<file path="src/rtl/tst_pkg.sv">
`default_nettype none

package tst_pkg;

	// field and state widths
	localparam int COUNT_BITS = 32;
	localparam int TEMP_BITS  = 18;
	localparam int SUM_W      = TEMP_BITS + COUNT_BITS;
	localparam int CRIT_W     = 17;
	localparam int RPM_W      = 16;
	localparam int PCT_W      = 7;
	localparam int STAT_W     = 2;
	localparam int FAN_PROD_W = RPM_W + PCT_W;

	// shared divider geometry
	localparam int DIV_W  = (COUNT_BITS > RPM_W) ? COUNT_BITS : RPM_W;
	localparam int DIVD_W = (SUM_W > FAN_PROD_W) ? SUM_W : FAN_PROD_W;
	localparam int QUO_W  = TEMP_BITS;
	localparam int QCNT_W = $clog2(QUO_W + 1);

	// threshold compare: magnitude of a non-negative temperature times 100
	localparam int MAG_W = TEMP_BITS - 1;
	localparam int CMP_W = ((MAG_W > CRIT_W) ? MAG_W : CRIT_W) + 7;

	// configuration port
	localparam int CFG_IDX_W  = 2;
	localparam int CFG_DATA_W = CRIT_W;

	localparam logic [CRIT_W-1:0] CRIT_RESET    = CRIT_W'(100000);
	localparam logic [RPM_W-1:0]  FAN_MAX_RESET = RPM_W'(5000);
	localparam logic [PCT_W-1:0]  PCT_FULL      = PCT_W'(100);
	localparam logic [CMP_W-1:0]  WARN_TEMP_MUL = CMP_W'(100);
	localparam logic [CMP_W-1:0]  WARN_CRIT_MUL = CMP_W'(85);

	typedef enum logic [CFG_IDX_W-1:0] {
		REG_CRITICAL    = 2'd0,
		REG_FAN_PRESENT = 2'd1,
		REG_FAN_MAX     = 2'd2
	} cfg_reg_t;

	typedef enum logic [STAT_W-1:0] {
		STAT_OK   = 2'd0,
		STAT_WARN = 2'd1,
		STAT_CRIT = 2'd2,
		STAT_ERR  = 2'd3
	} status_t;

	typedef enum logic {
		DIV_MEAN = 1'b0,
		DIV_FAN  = 1'b1
	} div_sel_t;

	typedef struct packed {
		logic     load_in;
		logic     update;
		logic     div_start;
		div_sel_t div_sel;
		logic     mean_capture;
		logic     fan_capture;
		logic     push;
	} tst_cmd_t;

	typedef struct packed {
		logic count_zero;
		logic fan_div;
		logic div_busy;
		logic div_done;
	} tst_sts_t;

endpackage

`default_nettype wire

</file>
<file path="src/rtl/tst_smp_if.sv">
`default_nettype none

interface tst_smp_if import tst_pkg::*; ();
	logic                        valid;
	logic                        ready;
	logic                        sample_ok;
	logic signed [TEMP_BITS-1:0] temp_mdeg;
	logic                        fan_ok;
	logic        [RPM_W-1:0]     fan_rpm;

	modport source (output valid, sample_ok, temp_mdeg, fan_ok, fan_rpm, input ready);
	modport sink   (input valid, sample_ok, temp_mdeg, fan_ok, fan_rpm, output ready);
endinterface

`default_nettype wire

</file>
<file path="src/rtl/tst_res_if.sv">
`default_nettype none

interface tst_res_if import tst_pkg::*; ();
	logic                        valid;
	logic                        ready;
	logic                        active;
	logic        [STAT_W-1:0]    status;
	logic signed [TEMP_BITS-1:0] current_milli;
	logic signed [TEMP_BITS-1:0] min_milli;
	logic signed [TEMP_BITS-1:0] max_milli;
	logic signed [TEMP_BITS-1:0] mean_milli;
	logic        [PCT_W-1:0]     fan_percent;

	modport source (output valid, active, status, current_milli, min_milli, max_milli,
		mean_milli, fan_percent, input ready);
	modport sink   (input valid, active, status, current_milli, min_milli, max_milli,
		mean_milli, fan_percent, output ready);
endinterface

`default_nettype wire

</file>
<file path="src/rtl/temperature_sample_tracker_unit.sv">
`default_nettype none

// Temperature sample tracker. Each request on smp carries one temperature
// read (signed millidegrees, with a read-ok flag) and one fan speed read;
// each request yields exactly one result on res with the tracker's state:
// active flag, status (ok / warn / critical / error), current, min, max and
// mean temperature, and fan percent. A failed temperature read only drops
// the active flag. A good read updates current/min/max (the first good read
// seeds both), adds into a 50-bit running sum over a 32-bit count (both
// freeze once the count saturates) and recomputes status against
// critical_milli: negative is error, at or above critical is critical,
// 100*temp >= 85*critical is warn. With a fan present, fan percent is
// rpm*100/fan_full_rpm capped at 100, or 0 on a failed fan read or a zero
// rpm or full scale. One shared restoring divider does the mean and
// the fan ratio. The mean division is skipped while no good sample exists,
// the fan division when the ratio is settled without it. One request is
// worked on at a time; a finished result sits in an output register, so the
// next request is accepted while it waits. Configuration registers
// (0: critical_milli, 1: fan_present, 2: fan_full_rpm) are written through
// cfg_we/cfg_idx/cfg_wdata; the user must write them only while the block
// is idle, which the block itself does not enforce; index 3 is ignored.
module temperature_sample_tracker_unit import tst_pkg::*; (
	input  wire logic                  clk,
	input  wire logic                  arst_n,
	input  wire logic                  cfg_we,
	input  wire logic [CFG_IDX_W-1:0]  cfg_idx,
	input  wire logic [CFG_DATA_W-1:0] cfg_wdata,
	tst_smp_if.sink                    smp,
	tst_res_if.source                  res
);

	tst_cmd_t cmd;   // controller -> datapath
	tst_sts_t sts;   // datapath -> controller

	// sequencer: accept, update, mean division, fan division, result load
	tst_ctrl u_ctrl (
		.clk       (clk),
		.arst_n    (arst_n),
		.in_valid  (smp.valid),
		.in_ready  (smp.ready),
		.out_valid (res.valid),
		.out_ready (res.ready),
		.sts       (sts),
		.cmd       (cmd)
	);

	// config, tracker state, shared divider and the result register
	tst_datapath u_dp (
		.clk           (clk),
		.arst_n        (arst_n),
		.cfg_we        (cfg_we),
		.cfg_idx       (cfg_idx),
		.cfg_wdata     (cfg_wdata),
		.sample_ok     (smp.sample_ok),
		.temp_mdeg     (smp.temp_mdeg),
		.fan_ok        (smp.fan_ok),
		.fan_rpm       (smp.fan_rpm),
		.cmd           (cmd),
		.sts           (sts),
		.active        (res.active),
		.status        (res.status),
		.current_milli (res.current_milli),
		.min_milli     (res.min_milli),
		.max_milli     (res.max_milli),
		.mean_milli    (res.mean_milli),
		.fan_percent   (res.fan_percent)
	);

endmodule

`default_nettype wire

</file>
<file path="src/rtl/tst_div.sv">
`default_nettype none

// restoring divider, one quotient bit per cycle; caller guarantees
// (dividend >> QUO_W) < divisor so the quotient fits QUO_W bits
module tst_div import tst_pkg::*; (
	input  wire logic              clk,
	input  wire logic              arst_n,
	input  wire logic              start,
	input  wire logic [DIVD_W-1:0] dividend,
	input  wire logic [DIV_W-1:0]  divisor,
	output logic                   busy,
	output logic                   done,
	output logic      [QUO_W-1:0]  quotient
);

	logic              busy_q;
	logic              done_q;
	logic [QCNT_W-1:0] cnt_q;
	logic [DIV_W-1:0]  rem_q;
	logic [QUO_W-1:0]  dvd_q;
	logic [DIV_W-1:0]  dsr_q;

	logic [DIV_W:0]   trial;
	logic [DIV_W:0]   diff;
	logic             ge;
	logic [DIV_W-1:0] rem_n;

	always_comb begin
		trial = {rem_q, dvd_q[QUO_W-1]};
		diff  = trial - {1'b0, dsr_q};
		ge    = (trial >= {1'b0, dsr_q});
		rem_n = ge ? diff[DIV_W-1:0] : trial[DIV_W-1:0];
	end

	always_ff @(posedge clk or negedge arst_n) begin
		if (!arst_n) begin
			busy_q <= 1'b0;
			done_q <= 1'b0;
			cnt_q  <= '0;
		end else begin
			done_q <= 1'b0;
			if (start) begin
				busy_q <= 1'b1;
				cnt_q  <= '0;
			end else if (busy_q) begin
				cnt_q <= cnt_q + 1'b1;
				if (cnt_q == QCNT_W'(QUO_W - 1)) begin
					busy_q <= 1'b0;
					done_q <= 1'b1;
				end
			end
		end
	end

	always_ff @(posedge clk) begin
		if (start) begin
			rem_q <= DIV_W'(dividend >> QUO_W);
			dvd_q <= dividend[QUO_W-1:0];
			dsr_q <= divisor;
		end else if (busy_q) begin
			rem_q <= rem_n;
			dvd_q <= {dvd_q[QUO_W-2:0], ge};
		end
	end

	assign busy     = busy_q;
	assign done     = done_q;
	assign quotient = dvd_q;

endmodule

`default_nettype wire

</file>
<file path="src/rtl/tst_datapath.sv">
`default_nettype none

module tst_datapath import tst_pkg::*; (
	input  wire logic                        clk,
	input  wire logic                        arst_n,
	input  wire logic                        cfg_we,
	input  wire logic        [CFG_IDX_W-1:0] cfg_idx,
	input  wire logic        [CFG_DATA_W-1:0] cfg_wdata,
	input  wire logic                        sample_ok,
	input  wire logic signed [TEMP_BITS-1:0] temp_mdeg,
	input  wire logic                        fan_ok,
	input  wire logic        [RPM_W-1:0]     fan_rpm,
	input  wire tst_cmd_t                    cmd,
	output tst_sts_t                         sts,
	output logic                             active,
	output logic             [STAT_W-1:0]    status,
	output logic signed      [TEMP_BITS-1:0] current_milli,
	output logic signed      [TEMP_BITS-1:0] min_milli,
	output logic signed      [TEMP_BITS-1:0] max_milli,
	output logic signed      [TEMP_BITS-1:0] mean_milli,
	output logic             [PCT_W-1:0]     fan_percent
);

	// configuration
	logic [CRIT_W-1:0] crit_q;
	logic              fan_pres_q;
	logic [RPM_W-1:0]  fan_max_q;

	// captured request
	logic                        ok_q;
	logic signed [TEMP_BITS-1:0] temp_q;
	logic                        fok_q;
	logic        [RPM_W-1:0]     rpm_q;

	// tracker state
	logic                        active_q;
	status_t                     status_q;
	logic signed [TEMP_BITS-1:0] cur_q;
	logic signed [TEMP_BITS-1:0] min_q;
	logic signed [TEMP_BITS-1:0] max_q;
	logic        [SUM_W-1:0]     sum_q;
	logic        [COUNT_BITS-1:0] cnt_q;
	logic        [TEMP_BITS-1:0] mean_q;
	logic        [PCT_W-1:0]     fan_pct_q;

	// result register
	logic                        res_active_q;
	logic        [STAT_W-1:0]    res_status_q;
	logic signed [TEMP_BITS-1:0] res_cur_q;
	logic signed [TEMP_BITS-1:0] res_min_q;
	logic signed [TEMP_BITS-1:0] res_max_q;
	logic signed [TEMP_BITS-1:0] res_mean_q;
	logic        [PCT_W-1:0]     res_fan_q;

	logic                  fan_valid;
	logic                  rpm_full;
	logic                  cnt_full;
	logic [MAG_W-1:0]      tmag;
	logic [CMP_W-1:0]      t_scaled;
	logic [CMP_W-1:0]      c_scaled;
	status_t               status_n;
	logic [SUM_W-1:0]      sum_mag;
	logic [FAN_PROD_W-1:0] fan_prod;
	logic [DIVD_W-1:0]     div_dividend;
	logic [DIV_W-1:0]      div_divisor;
	logic                  div_busy;
	logic                  div_done;
	logic [QUO_W-1:0]      div_quo;

	always_ff @(posedge clk or negedge arst_n) begin
		if (!arst_n) begin
			crit_q     <= CRIT_RESET;
			fan_pres_q <= 1'b0;
			fan_max_q  <= FAN_MAX_RESET;
		end else if (cfg_we) begin
			case (cfg_idx)
				REG_CRITICAL:    crit_q     <= cfg_wdata[CRIT_W-1:0];
				REG_FAN_PRESENT: fan_pres_q <= cfg_wdata[0];
				REG_FAN_MAX:     fan_max_q  <= cfg_wdata[RPM_W-1:0];
				default: ;
			endcase
		end
	end

	always_ff @(posedge clk) begin
		if (cmd.load_in) begin
			ok_q   <= sample_ok;
			temp_q <= temp_mdeg;
			fok_q  <= fan_ok;
			rpm_q  <= fan_rpm;
		end
	end

	always_comb begin
		fan_valid = fok_q && (rpm_q != '0) && (fan_max_q != '0);
		rpm_full  = (rpm_q >= fan_max_q);
		cnt_full  = &cnt_q;
		tmag      = temp_q[MAG_W-1:0];
		t_scaled  = CMP_W'(tmag) * WARN_TEMP_MUL;
		c_scaled  = CMP_W'(crit_q) * WARN_CRIT_MUL;
		if (temp_q[TEMP_BITS-1])
			status_n = STAT_ERR;
		else if (CMP_W'(tmag) >= CMP_W'(crit_q))
			status_n = STAT_CRIT;
		else if (t_scaled >= c_scaled)
			status_n = STAT_WARN;
		else
			status_n = STAT_OK;
	end

	// state that resets to zero
	always_ff @(posedge clk or negedge arst_n) begin
		if (!arst_n) begin
			active_q  <= 1'b0;
			status_q  <= STAT_OK;
			cur_q     <= '0;
			min_q     <= '0;
			max_q     <= '0;
			sum_q     <= '0;
			cnt_q     <= '0;
			mean_q    <= '0;
			fan_pct_q <= '0;
		end else begin
			if (cmd.update) begin
				if (!ok_q) begin
					active_q <= 1'b0;
				end else begin
					active_q <= 1'b1;
					cur_q    <= temp_q;
					status_q <= status_n;
					if (cnt_q == '0) begin
						min_q <= temp_q;
						max_q <= temp_q;
					end else begin
						if (temp_q > max_q)
							max_q <= temp_q;
						if (temp_q < min_q)
							min_q <= temp_q;
					end
					if (!cnt_full) begin
						sum_q <= sum_q + {{(SUM_W-TEMP_BITS){temp_q[TEMP_BITS-1]}}, temp_q};
						cnt_q <= cnt_q + 1'b1;
					end
					// immediate fan cases; the in-range ratio goes to the divider
					if (fan_pres_q) begin
						if (!fan_valid)
							fan_pct_q <= '0;
						else if (rpm_full)
							fan_pct_q <= PCT_FULL;
					end
				end
			end
			if (cmd.mean_capture)
				mean_q <= sum_q[SUM_W-1] ? (QUO_W'(0) - div_quo) : div_quo;
			if (cmd.fan_capture)
				fan_pct_q <= div_quo[PCT_W-1:0];
		end
	end

	// divider operands
	always_comb begin
		sum_mag  = sum_q[SUM_W-1] ? (SUM_W'(0) - sum_q) : sum_q;
		fan_prod = FAN_PROD_W'(rpm_q) * FAN_PROD_W'(PCT_FULL);
		case (cmd.div_sel)
			DIV_MEAN: begin
				div_dividend = DIVD_W'(sum_mag);
				div_divisor  = DIV_W'(cnt_q);
			end
			DIV_FAN: begin
				div_dividend = DIVD_W'(fan_prod);
				div_divisor  = DIV_W'(fan_max_q);
			end
			default: begin
				div_dividend = '0;
				div_divisor  = '0;
			end
		endcase
	end

	tst_div u_div (
		.clk      (clk),
		.arst_n   (arst_n),
		.start    (cmd.div_start),
		.dividend (div_dividend),
		.divisor  (div_divisor),
		.busy     (div_busy),
		.done     (div_done),
		.quotient (div_quo)
	);

	always_comb begin
		sts.count_zero = (cnt_q == '0);
		sts.fan_div    = ok_q && fan_pres_q && fan_valid && !rpm_full;
		sts.div_busy   = div_busy;
		sts.div_done   = div_done;
	end

	always_ff @(posedge clk) begin
		if (cmd.push) begin
			res_active_q <= active_q;
			res_status_q <= status_q;
			res_cur_q    <= cur_q;
			res_min_q    <= min_q;
			res_max_q    <= max_q;
			res_mean_q   <= mean_q;
			res_fan_q    <= fan_pct_q;
		end
	end

	assign active        = res_active_q;
	assign status        = res_status_q;
	assign current_milli = res_cur_q;
	assign min_milli     = res_min_q;
	assign max_milli     = res_max_q;
	assign mean_milli    = res_mean_q;
	assign fan_percent   = res_fan_q;

endmodule

`default_nettype wire

</file>
<file path="src/rtl/tst_ctrl.sv">
`default_nettype none

module tst_ctrl import tst_pkg::*; (
	input  wire logic     clk,
	input  wire logic     arst_n,
	input  wire logic     in_valid,
	output logic          in_ready,
	output logic          out_valid,
	input  wire logic     out_ready,
	input  wire tst_sts_t sts,
	output tst_cmd_t      cmd
);

	typedef enum logic [2:0] {
		ST_IDLE,
		ST_UPDATE,
		ST_MEAN_GO,
		ST_MEAN_WAIT,
		ST_FAN_GO,
		ST_FAN_WAIT,
		ST_PUSH
	} state_t;

	state_t state_q;
	logic   out_valid_q;
	logic   slot_free;

	assign slot_free = !out_valid_q || out_ready;

	always_comb begin
		cmd = '0;
		cmd.div_sel = DIV_MEAN;
		case (state_q)
			ST_IDLE:     cmd.load_in = in_valid;
			ST_UPDATE:   cmd.update  = 1'b1;
			ST_MEAN_GO:  cmd.div_start = !sts.count_zero;
			ST_MEAN_WAIT: cmd.mean_capture = sts.div_done;
			ST_FAN_GO: begin
				cmd.div_sel   = DIV_FAN;
				cmd.div_start = sts.fan_div;
			end
			ST_FAN_WAIT: begin
				cmd.div_sel     = DIV_FAN;
				cmd.fan_capture = sts.div_done;
			end
			ST_PUSH:     cmd.push = slot_free;
			default: ;
		endcase
	end

	always_ff @(posedge clk or negedge arst_n) begin
		if (!arst_n) begin
			state_q     <= ST_IDLE;
			out_valid_q <= 1'b0;
		end else begin
			out_valid_q <= cmd.push || (out_valid_q && !out_ready);
			case (state_q)
				ST_IDLE: begin
					if (in_valid)
						state_q <= ST_UPDATE;
				end
				ST_UPDATE: state_q <= ST_MEAN_GO;
				ST_MEAN_GO: begin
					state_q <= sts.count_zero ? ST_FAN_GO : ST_MEAN_WAIT;
				end
				ST_MEAN_WAIT: begin
					if (sts.div_done)
						state_q <= ST_FAN_GO;
				end
				ST_FAN_GO: begin
					state_q <= sts.fan_div ? ST_FAN_WAIT : ST_PUSH;
				end
				ST_FAN_WAIT: begin
					if (sts.div_done)
						state_q <= ST_PUSH;
				end
				ST_PUSH: begin
					if (slot_free)
						state_q <= ST_IDLE;
				end
				default: state_q <= ST_IDLE;
			endcase
		end
	end

	assign in_ready  = (state_q == ST_IDLE);
	assign out_valid = out_valid_q;

`ifndef NO_ASSERTIONS
	a_push_slot_free: assert property (@(posedge clk) disable iff (!arst_n)
		cmd.push |-> (!out_valid_q || out_ready))
		else $error("result loaded over a pending result");

	a_start_idle_div: assert property (@(posedge clk) disable iff (!arst_n)
		cmd.div_start |-> !sts.div_busy)
		else $error("divider started while busy");

	a_done_in_wait: assert property (@(posedge clk) disable iff (!arst_n)
		sts.div_done |-> (state_q == ST_MEAN_WAIT || state_q == ST_FAN_WAIT))
		else $error("divider finished outside a wait state");

	a_accept_updates: assert property (@(posedge clk) disable iff (!arst_n)
		(in_valid && in_ready) |=> (state_q == ST_UPDATE))
		else $error("accepted request not applied next cycle");
`endif

endmodule

`default_nettype wire
</file>
<file path="src/flat_wrapper.sv">
// flat-port wrapper written by rule: the top's interface ports become plain ports
module temperature_sample_tracker_unit_flat import tst_pkg::*;
  (clk, arst_n, cfg_we, cfg_idx, cfg_wdata, smp_valid, smp_sample_ok, smp_temp_mdeg, smp_fan_ok, smp_fan_rpm, smp_ready, res_valid, res_active, res_status, res_current_milli, res_min_milli, res_max_milli, res_mean_milli, res_fan_percent, res_ready);
  tst_smp_if smp_i ();
  tst_res_if res_i ();
  input  wire logic clk;
  input  wire logic arst_n;
  input  wire logic cfg_we;
  input  wire logic [CFG_IDX_W-1:0] cfg_idx;
  input  wire logic [CFG_DATA_W-1:0] cfg_wdata;
  input wire logic [$bits(smp_i.valid)-1:0] smp_valid;
  input wire logic [$bits(smp_i.sample_ok)-1:0] smp_sample_ok;
  input wire logic [$bits(smp_i.temp_mdeg)-1:0] smp_temp_mdeg;
  input wire logic [$bits(smp_i.fan_ok)-1:0] smp_fan_ok;
  input wire logic [$bits(smp_i.fan_rpm)-1:0] smp_fan_rpm;
  output wire logic [$bits(smp_i.ready)-1:0] smp_ready;
  output wire logic [$bits(res_i.valid)-1:0] res_valid;
  output wire logic [$bits(res_i.active)-1:0] res_active;
  output wire logic [$bits(res_i.status)-1:0] res_status;
  output wire logic [$bits(res_i.current_milli)-1:0] res_current_milli;
  output wire logic [$bits(res_i.min_milli)-1:0] res_min_milli;
  output wire logic [$bits(res_i.max_milli)-1:0] res_max_milli;
  output wire logic [$bits(res_i.mean_milli)-1:0] res_mean_milli;
  output wire logic [$bits(res_i.fan_percent)-1:0] res_fan_percent;
  input wire logic [$bits(res_i.ready)-1:0] res_ready;
  assign smp_i.valid = smp_valid;
  assign smp_i.sample_ok = smp_sample_ok;
  assign smp_i.temp_mdeg = smp_temp_mdeg;
  assign smp_i.fan_ok = smp_fan_ok;
  assign smp_i.fan_rpm = smp_fan_rpm;
  assign smp_ready = smp_i.ready;
  assign res_valid = res_i.valid;
  assign res_active = res_i.active;
  assign res_status = res_i.status;
  assign res_current_milli = res_i.current_milli;
  assign res_min_milli = res_i.min_milli;
  assign res_max_milli = res_i.max_milli;
  assign res_mean_milli = res_i.mean_milli;
  assign res_fan_percent = res_i.fan_percent;
  assign res_i.ready = res_ready;
  temperature_sample_tracker_unit u_core (.clk(clk), .arst_n(arst_n), .cfg_we(cfg_we), .cfg_idx(cfg_idx), .cfg_wdata(cfg_wdata), .smp(smp_i), .res(res_i));
endmodule
</file>
<file path="config.mk">
export PLATFORM = sky130hd
export DESIGN_NAME = temperature_sample_tracker_unit_flat
export DESIGN_NICKNAME = d
export VERILOG_FILES = /design/src/rtl/tst_pkg.sv /design/src/rtl/tst_smp_if.sv /design/src/rtl/tst_res_if.sv /design/src/rtl/temperature_sample_tracker_unit.sv /design/src/rtl/tst_div.sv /design/src/rtl/tst_datapath.sv /design/src/rtl/tst_ctrl.sv /design/src/flat_wrapper.sv
export SDC_FILE = /design/constraint.sdc
export NUM_CORES = 1
export LEC_CHECK = 0
export BUFFER_PORTS_ARGS = -buffer_cell sky130_fd_sc_hd__buf_4
export CAP_MARGIN = 0
export CELL_PAD_IN_SITES_DETAIL_PLACEMENT = 1
export CELL_PAD_IN_SITES_GLOBAL_PLACEMENT = 1
export CORE_ASPECT_RATIO = 0.6
export CORE_UTILIZATION = 50
export CTS_BUF_LIST = sky130_fd_sc_hd__clkbuf_8
export CTS_CLUSTER_SIZE = 20
export DETAILED_ROUTE_END_ITERATION = 8
export PLACE_DENSITY = 0.88
export SKIP_LAST_GASP = 1
export SLEW_MARGIN = 15
export SYNTH_ARGS = -nofsm -noshare
export SYNTH_HDL_FRONTEND = slang
export SYNTH_SLANG_ARGS = --single-unit
</file>
<file path="constraint.sdc">
create_clock -name clk -period 6.1 [get_ports clk]
set_input_delay 0.305 -clock clk [delete_from_list [all_inputs] [get_ports clk]]
set_output_delay 0.305 -clock clk [all_outputs]
set_load 0.02 [all_outputs]
</file>
==> results of run 1 <==
==> report_power, final <==
group	switching, uW	internal, uW	leakage (uW)
logic	8240	5150	0.00992
clock network	1320	1300	0.000753
registers	1010	4020	0.00460
total	10600	10500	0.0153
==> metal layers <==
metal / vias to the layer above / GRT usage
met5: - / 0
met4: 4 / 0.150
met3: 335 / 0.0968
met2: 1375 / 0.542
met1: 12500 / 0.503
li1: 10800 / -
==> final timing paths <==
kind,cells past startpoint,slack (ns),end,start
worst max-delay path,23,0.22,u_core.u_dp.status_q[0]$_DFFE_PN0P_,u_core.u_dp.temp_q[1]$_DFFE_PP_
worst min-delay path,3,0.04,u_core.u_dp.fan_pres_q$_DFFE_PN0P_,cfg_we
worst max register to register,23,0.22,u_core.u_dp.status_q[0]$_DFFE_PN0P_,u_core.u_dp.temp_q[1]$_DFFE_PP_
worst min register to register,0,0.43,u_core.u_dp.status[1]$_DFFE_PP_,u_core.u_dp.status_q[1]$_DFFE_PN0P_
max in group asynchronous,3,4.64,u_core.u_dp.min_q[3]$_DFFE_PN0P_,arst_n
min in group asynchronous,2,0.15,u_core.u_dp.sum_q[19]$_DFFE_PN0P_,arst_n
==> worst max-delay path: cells and delay by family, from the launching register on <==
kind	cells	cell delay, ns
AO/OA/AOI/OAI	10	2.18
XOR/XNOR	1	0.16
adder cells (fa/ha/maj)	5	1.77
flip-flops	1	0.59
AND/OR/NAND/NOR	7	0.93
==> cell families after synthesis <==
group,synth area share
simple gates,0.123
xor+xnor,0.0654
compound gates,0.152
fa+ha+maj,0.191
flops,0.394
mux,0.0201
buf+inv,0.0544
==> cell type report <==
type                            instances  area [um2]
Clock inverter                         43         343
Clock buffer                           72         991
Multi-Input combinational cell       2109       15800
Tap cell                              759         950
Timing Repair Buffer                  240        1960
Fill cell                            6164       23500
Inverter                              325        1220
Sequential cell                       409       11300
Antenna cell                            5        12.5
==> repair_timing <==
item | 4_1_cts | 5_1_grt
hold endpoints to repair | 141 | 0
endpoints found under the setup margin | 0 | 1
resized for setup | 0 | 5
buffers inserted | 0 | 3
hold buffers | 55 | 0
==> cell usage in the layout, fill, tap and decap left out, types with 24 or more instances in the layout <==
master / synthesis / routed
o31ai_1: 32 / 31
nor3_1: 43 / 42
and2_1: 29 / 28
nand2b_1: 25 / 24
xor2_1: 100 / 100
nand2_1: 288 / 287
dlygate4sd3_1: 0 / 55
mux2i_1: 27 / 27
inv_1: 324 / 338
buf_4: 1 / 182
nand4_1: 36 / 36
fa_1: 50 / 49
a21oi_1: 177 / 175
mux2_2: 27 / 27
xnor2_1: 113 / 113
a21o_1: 90 / 89
clkbuf_8: 0 / 72
o22ai_1: 26 / 26
nor2_1: 126 / 125
nand3_1: 52 / 52
edfxtp_1: 200 / 200
and3_1: 25 / 25
o21ai_0: 227 / 227
dfrtp_1: 198 / 197
ha_1: 355 / 354
==> stage by stage <==
| step | total power, uW | setup slack, ns |
|---|---|---|
| CTS | 20200 | 0.168 |
| global placement | 16400 | 0.400 |
| floorplan | 13500 | 0.760 |
| detailed placement | 17400 | 0.248 |
| global route | 22200 | 0.0171 |
| finish | 21000 | 0.220 |
==> state kept, by name, indices dropped and copies added (netlist names), 5 cells and up <==
name,flops
u_core.u_dp.cnt_q,32
u_core.u_dp.temp_q,18
u_core.u_dp.cur_q,18
u_core.u_dp.mean_q,18
u_core.u_dp.crit_q,17
u_core.u_dp.fan_percent,7
u_core.u_dp.fan_max_q,16
u_core.u_dp.u_div.rem_q,32
u_core.u_dp.min_q,18
u_core.u_dp.sum_q,50
u_core.u_dp.current_milli,18
u_core.u_dp.fan_pct_q,7
u_core.u_dp.u_div.dsr_q,32
u_core.u_dp.max_milli,18
u_core.u_dp.mean_milli,18
u_core.u_dp.max_q,18
u_core.u_dp.min_milli,18
u_core.u_dp.u_div.cnt_q,5
u_core.u_dp.u_div.quotient,18
u_core.u_dp.rpm_q,16
==> impl_metrics.json, run 1 <==
{
  "syn_nets": 3395,
  "yosysSeqAreaShare": 0.394,
  "crit_arrival_ns": 6.37,
  "fin_cells": 3962,
  "worstSkewPairLatency_ns": 0.75,
  "slowest_stage": "edfxtp_1",
  "synthArstFlopShare": 0.511,
  "final_util": 0.580,
  "post-route-cell-area_um2": 32500,
  "drcViolationCount": 0,
  "grt_util_all_layers": 0.365,
  "grt_max_degree": 129,
  "synth-seq-cells": 409,
  "holdWs_ns": 0.0412,
  "die_w_um": 310,
  "final-hold-violation-count": 0,
  "synth_cell_type_count": 73,
  "num_vias": 25000,
  "clkSlewWorstSetupHoldPaths_ns": 0.08,
  "cp_data_required_time_ns": 6.59,
  "cp_max_fo": 8,
  "core_um2": 56100,
  "start_util": 0.509,
  "gp_congestion": 0.994,
  "clockRootBuffer": "clkbuf_8",
  "syn_inst": 2930,
  "numCtsBuffers": 61,
  "cp_slowest_stage_delay_ns": 0.59,
  "p_per_area_nw_per_um2": 647,
  "synth_ff_type": "edfxtp_1",
  "cts.sinks": 409,
  "finalCritPeriodShare": 0.964,
  "drt-initial-drc-count": 2868,
  "p_leak_uw": 0.0153,
  "routed_wl_um": 108000,
  "tns_ns": 0,
  "netlist_area_um2": 28500,
  "cts_tree": "done",
  "wire_per_inst_um": 27.2,
  "hpwl_um": 75200,
  "outcome": "complete, no violations",
  "wl_met2_um": 46200,
  "synth_most_common_cell": "ha_1",
  "setup_violations": 0,
  "hold_class": "in -> reg",
  "max_slew.worst_pin.slew_ns": 1.21,
  "drive_gt1_frac": 0.114,
  "ys_top_cells_by_count": "ha_1, inv_1, nand2_1",
  "via_per_inst": 6.32,
  "max_freq_mhz": 170,
  "worst_clock_skew_ns": 0.0994,
  "maxSlewHeadroom": 0.173,
  "grt_pass1_wl_um": 160000,
  "crit_type": "reg -> reg",
  "drtPass1Iterations": 6,
  "maxCapViolations": 0,
  "cts_buffer_depth": 3,
  "period_minus_slack_ns": 5.88,
  "critPathCaptureType": "flop",
  "area_growth_pct": 14.1,
  "ys_warn_count": 0,
  "rsz0062_at_grt": "false",
  "wl_met3_um": 11800,
  "netlist.area_leader.share": 0.211,
  "met1_length_um": 44400,
  "path_cells": "ha_1 > ha_1 > fa_1 > ha_1 > nor2b_1 > o21ai_0 > a21boi_0 > o21a_1 > o21ai_0 > a21oi_1 > nor3_2 > nor2_1 > xnor2_1 > ha_1 > nor2b_1 > o21ai_0 > nand2b_1 > a21oi_1 > nor2b_1 > o21ai_0 > nand2b_1 > a221oi_1 > o311ai_0",
  "nets": 3611,
  "synth_top_area_cell": "edfxtp_1",
  "num_rows": 67,
  "die_area_um2": 58000,
  "drv_slew": 0,
  "chipHeight_um": 187,
  "antenna_left": 0,
  "top_layer": "met5",
  "yosys-top-cells-area": "edfxtp_1, dfrtp_1, ha_1",
  "ir_drop_mv": 0.455,
  "antenna_found_initial": 7,
  "portBuffers": 143,
  "place_area_um2": 30600,
  "ios": 144,
  "synth_edf_count": 200,
  "crit_path_start_kind": "flop",
  "grt_overflow_total": 0,
  "dp_cells": 3783,
  "syn_area_per_cell_um2": 9.73,
  "htree_levels": 2,
  "grt_pass1_vias": 25800
}
(Power assumes the default switching activity.)
==> run 2, diff against run 1 <==
--- a/config.mk
+++ b/config.mk
@@ -15,6 +15,8 @@
 export CTS_CLUSTER_SIZE = 20
 export DETAILED_ROUTE_END_ITERATION = 8
 export PLACE_DENSITY = 0.88
+export RECOVER_POWER = 25
+export SETUP_SLACK_MARGIN = 0.2
 export SKIP_LAST_GASP = 1
 export SLEW_MARGIN = 15
 export SYNTH_ARGS = -nofsm -noshare
==> impl_metrics.json, run 2 (same netlist as run 1, synthesis figures left out) <==
{
  "nets": 3613,
  "ios": 144,
  "maxSlewHeadroom": 0.152,
  "hold_class": "in -> reg",
  "num_vias": 25100,
  "layout_commonest_cell": "ha_1",
  "finalCritPeriodShare": 0.953,
  "cts_tree": "done",
  "start_util": 0.509,
  "crit_end": "u_core.u_dp.sum_q[48]$_DFFE_PN0P_",
  "largest_register_ff_count": 50,
  "die_w_um": 310,
  "crit_path_start": "u_core.u_dp.temp_q[0]$_DFFE_PP_",
  "largest-register": "u_core.u_dp.sum_q",
  "cts_buffer_depth": 3,
  "crit_type": "reg -> reg",
  "via_per_inst": 6.33,
  "holdWs_ns": 0.0554,
  "rr_worst_depth": 15,
  "antenna_found_initial": 6,
  "grt_overflow_total": 0,
  "rsz0062_at_grt": "false",
  "max_freq_mhz": 172,
  "drv_slew": 0,
  "cts.sinks": 409,
  "p_leak_uw": 0.0152,
  "chipHeight_um": 187,
  "wire_per_inst_um": 27.2,
  "area_growth_pct": 14.0,
  "numCtsBuffers": 61,
  "grt_util_all_layers": 0.365,
  "cp_data_required_time_ns": 6.69,
  "p_per_area_nw_per_um2": 649,
  "grt_pass1_vias": 25700,
  "r2r_start": "u_core.u_dp.temp_q[0]$_DFFE_PP_",
  "hpwl_um": 75200,
  "crit_path_start_kind": "flop",
  "ir_drop_mv": 0.491,
  "rrSetupSlack_ns": 0.29,
  "clockRootBuffer": "clkbuf_8",
  "critPathCaptureType": "flop",
  "grt_pass1_wl_um": 160000,
  "htree_levels": 2,
  "layout_setup_ws_ns": 0.285,
  "drcViolationCount": 0,
  "worstSkewPairLatency_ns": 0.75,
  "drive_gt1_frac": 0.108,
  "drtPass1Iterations": 5,
  "gp_congestion": 0.994,
  "period_minus_slack_ns": 5.81,
  "layout_common_cells": "ha_1, inv_1, nand2_1",
  "antenna_left": 0,
  "outcome": "complete, no violations",
  "cp_max_fo": 7,
  "num_rows": 67,
  "drt-initial-drc-count": 3053,
  "clkSlewWorstSetupHoldPaths_ns": 0.08,
  "post-place-ws_ns": 0.248,
  "setup_violations": 0,
  "die_area_um2": 58000,
  "tns_ns": 0,
  "routed_wl_um": 108000,
  "core_um2": 56100,
  "portBuffers": 143,
  "max_slew.worst_pin.slew_ns": 1.24,
  "final-hold-violation-count": 0,
  "r2r_end": "u_core.u_dp.sum_q[48]$_DFFE_PN0P_",
  "worst_clock_skew_ns": 0.0899,
  "crit_arrival_ns": 6.41,
  "grt_max_degree": 129,
  "fillers": 6175,
  "maxCapViolations": 0
}
[run 2: cell types whose count changed in the layout (fill, tap and decap cells not counted), moves of 2 or more]
| cell | delta |
|---|---|
| buf_4 | -35 |
| dfstp_1 | +6 |
| dfstp_2 | -6 |
| o21ai_1 | +2 |
| clkbuf_1 | +18 |
| a21oi_1 | -2 |
| clkbuf_4 | +19 |
| a21oi_2 | +2 |
| o21ai_0 | -2 |
[run 2: final cells by class]
class	count	area [um2]	share of cell area
repair buffers	242	1910	0.0587
multi-input cells	2109	15900	0.487
diodes	5	12.5	0.000385
well taps	759	950	0.0292
inverters	325	1220	0.0375
flip-flops and latches	409	11300	0.346
clock buffers	72	991	0.0305
clock inverters	43	343	0.0105
[run 2: metal layers]
layer  track usage  vias to the layer above  part of all wire
met3        0.0946                      342              0.11
met4         0.150                        2             0.047
met2         0.541                     1375              0.43
met1         0.506                    12600              0.41
li1              -                    10800                 -
met5             0                        -           0.00018
[run 2: how the worst min path moves through the flow]
stage                from                            endpoint  slack [ns]  cells after the start
2_1_floorplan      arst_n   u_core.u_ctrl.out_valid$_DFF_PN0_       0.009                      0
3_3_place_gp       arst_n   u_core.u_dp.sum_q[22]$_DFFE_PN0P_        0.34                      1
3_5_place_dp       arst_n   u_core.u_dp.sum_q[21]$_DFFE_PN0P_        0.35                      1
4_1_cts        cfg_idx[1]  u_core.u_dp.fan_pres_q$_DFFE_PN0P_        0.04                      3
5_1_grt            cfg_we  u_core.u_dp.fan_pres_q$_DFFE_PN0P_        0.04                      3
6_report           cfg_we  u_core.u_dp.fan_pres_q$_DFFE_PN0P_        0.06                      3
[run 2: what timing repair did]
action,in CTS,in global routing
hold endpoints to repair,141,0
endpoints found under the setup margin,1,1
pin swaps,0,4
hold buffers,55,0
setup buffers,0,5
resized for setup,1,15
[run 2: stage by stage]
stage	std cells	cell area (um2)	power, uW	utilization
3_3_place_gp	3783	30600	16400	0.545
6_report	3964	32500	21100	0.580
4_1_cts	3953	32500	20200	0.579
5_1_grt	3961	32500	22300	0.580
2_1_floorplan	2930	28500	13500	-
3_5_place_dp	3783	30600	17400	0.545
[run 2: where the power goes]
group	total, uW	leakage [uW]	switching [uW]	internal [uW]
Clock	2630	0.000753	1320	1300
Sequential	5020	0.00460	1000	4020
Combinational	13500	0.00986	8290	5180
[run 2: worst max-delay path: stages, from the launching register on]
cell and delay (ns):
edfxtp_1 0.39, buf_4 0.23, ha_1 0.31, inv_1 0.09, fa_1 0.42, nor2b_1 0.18, o21ai_0 0.16, a2111oi_0 1.11
nor3_1 0.23, buf_4 0.26, nor3_1 0.30, o2111ai_1 0.27, o211ai_1 0.59, nor4b_1 0.80, nor3_1 0.10, o31ai_1 0.22
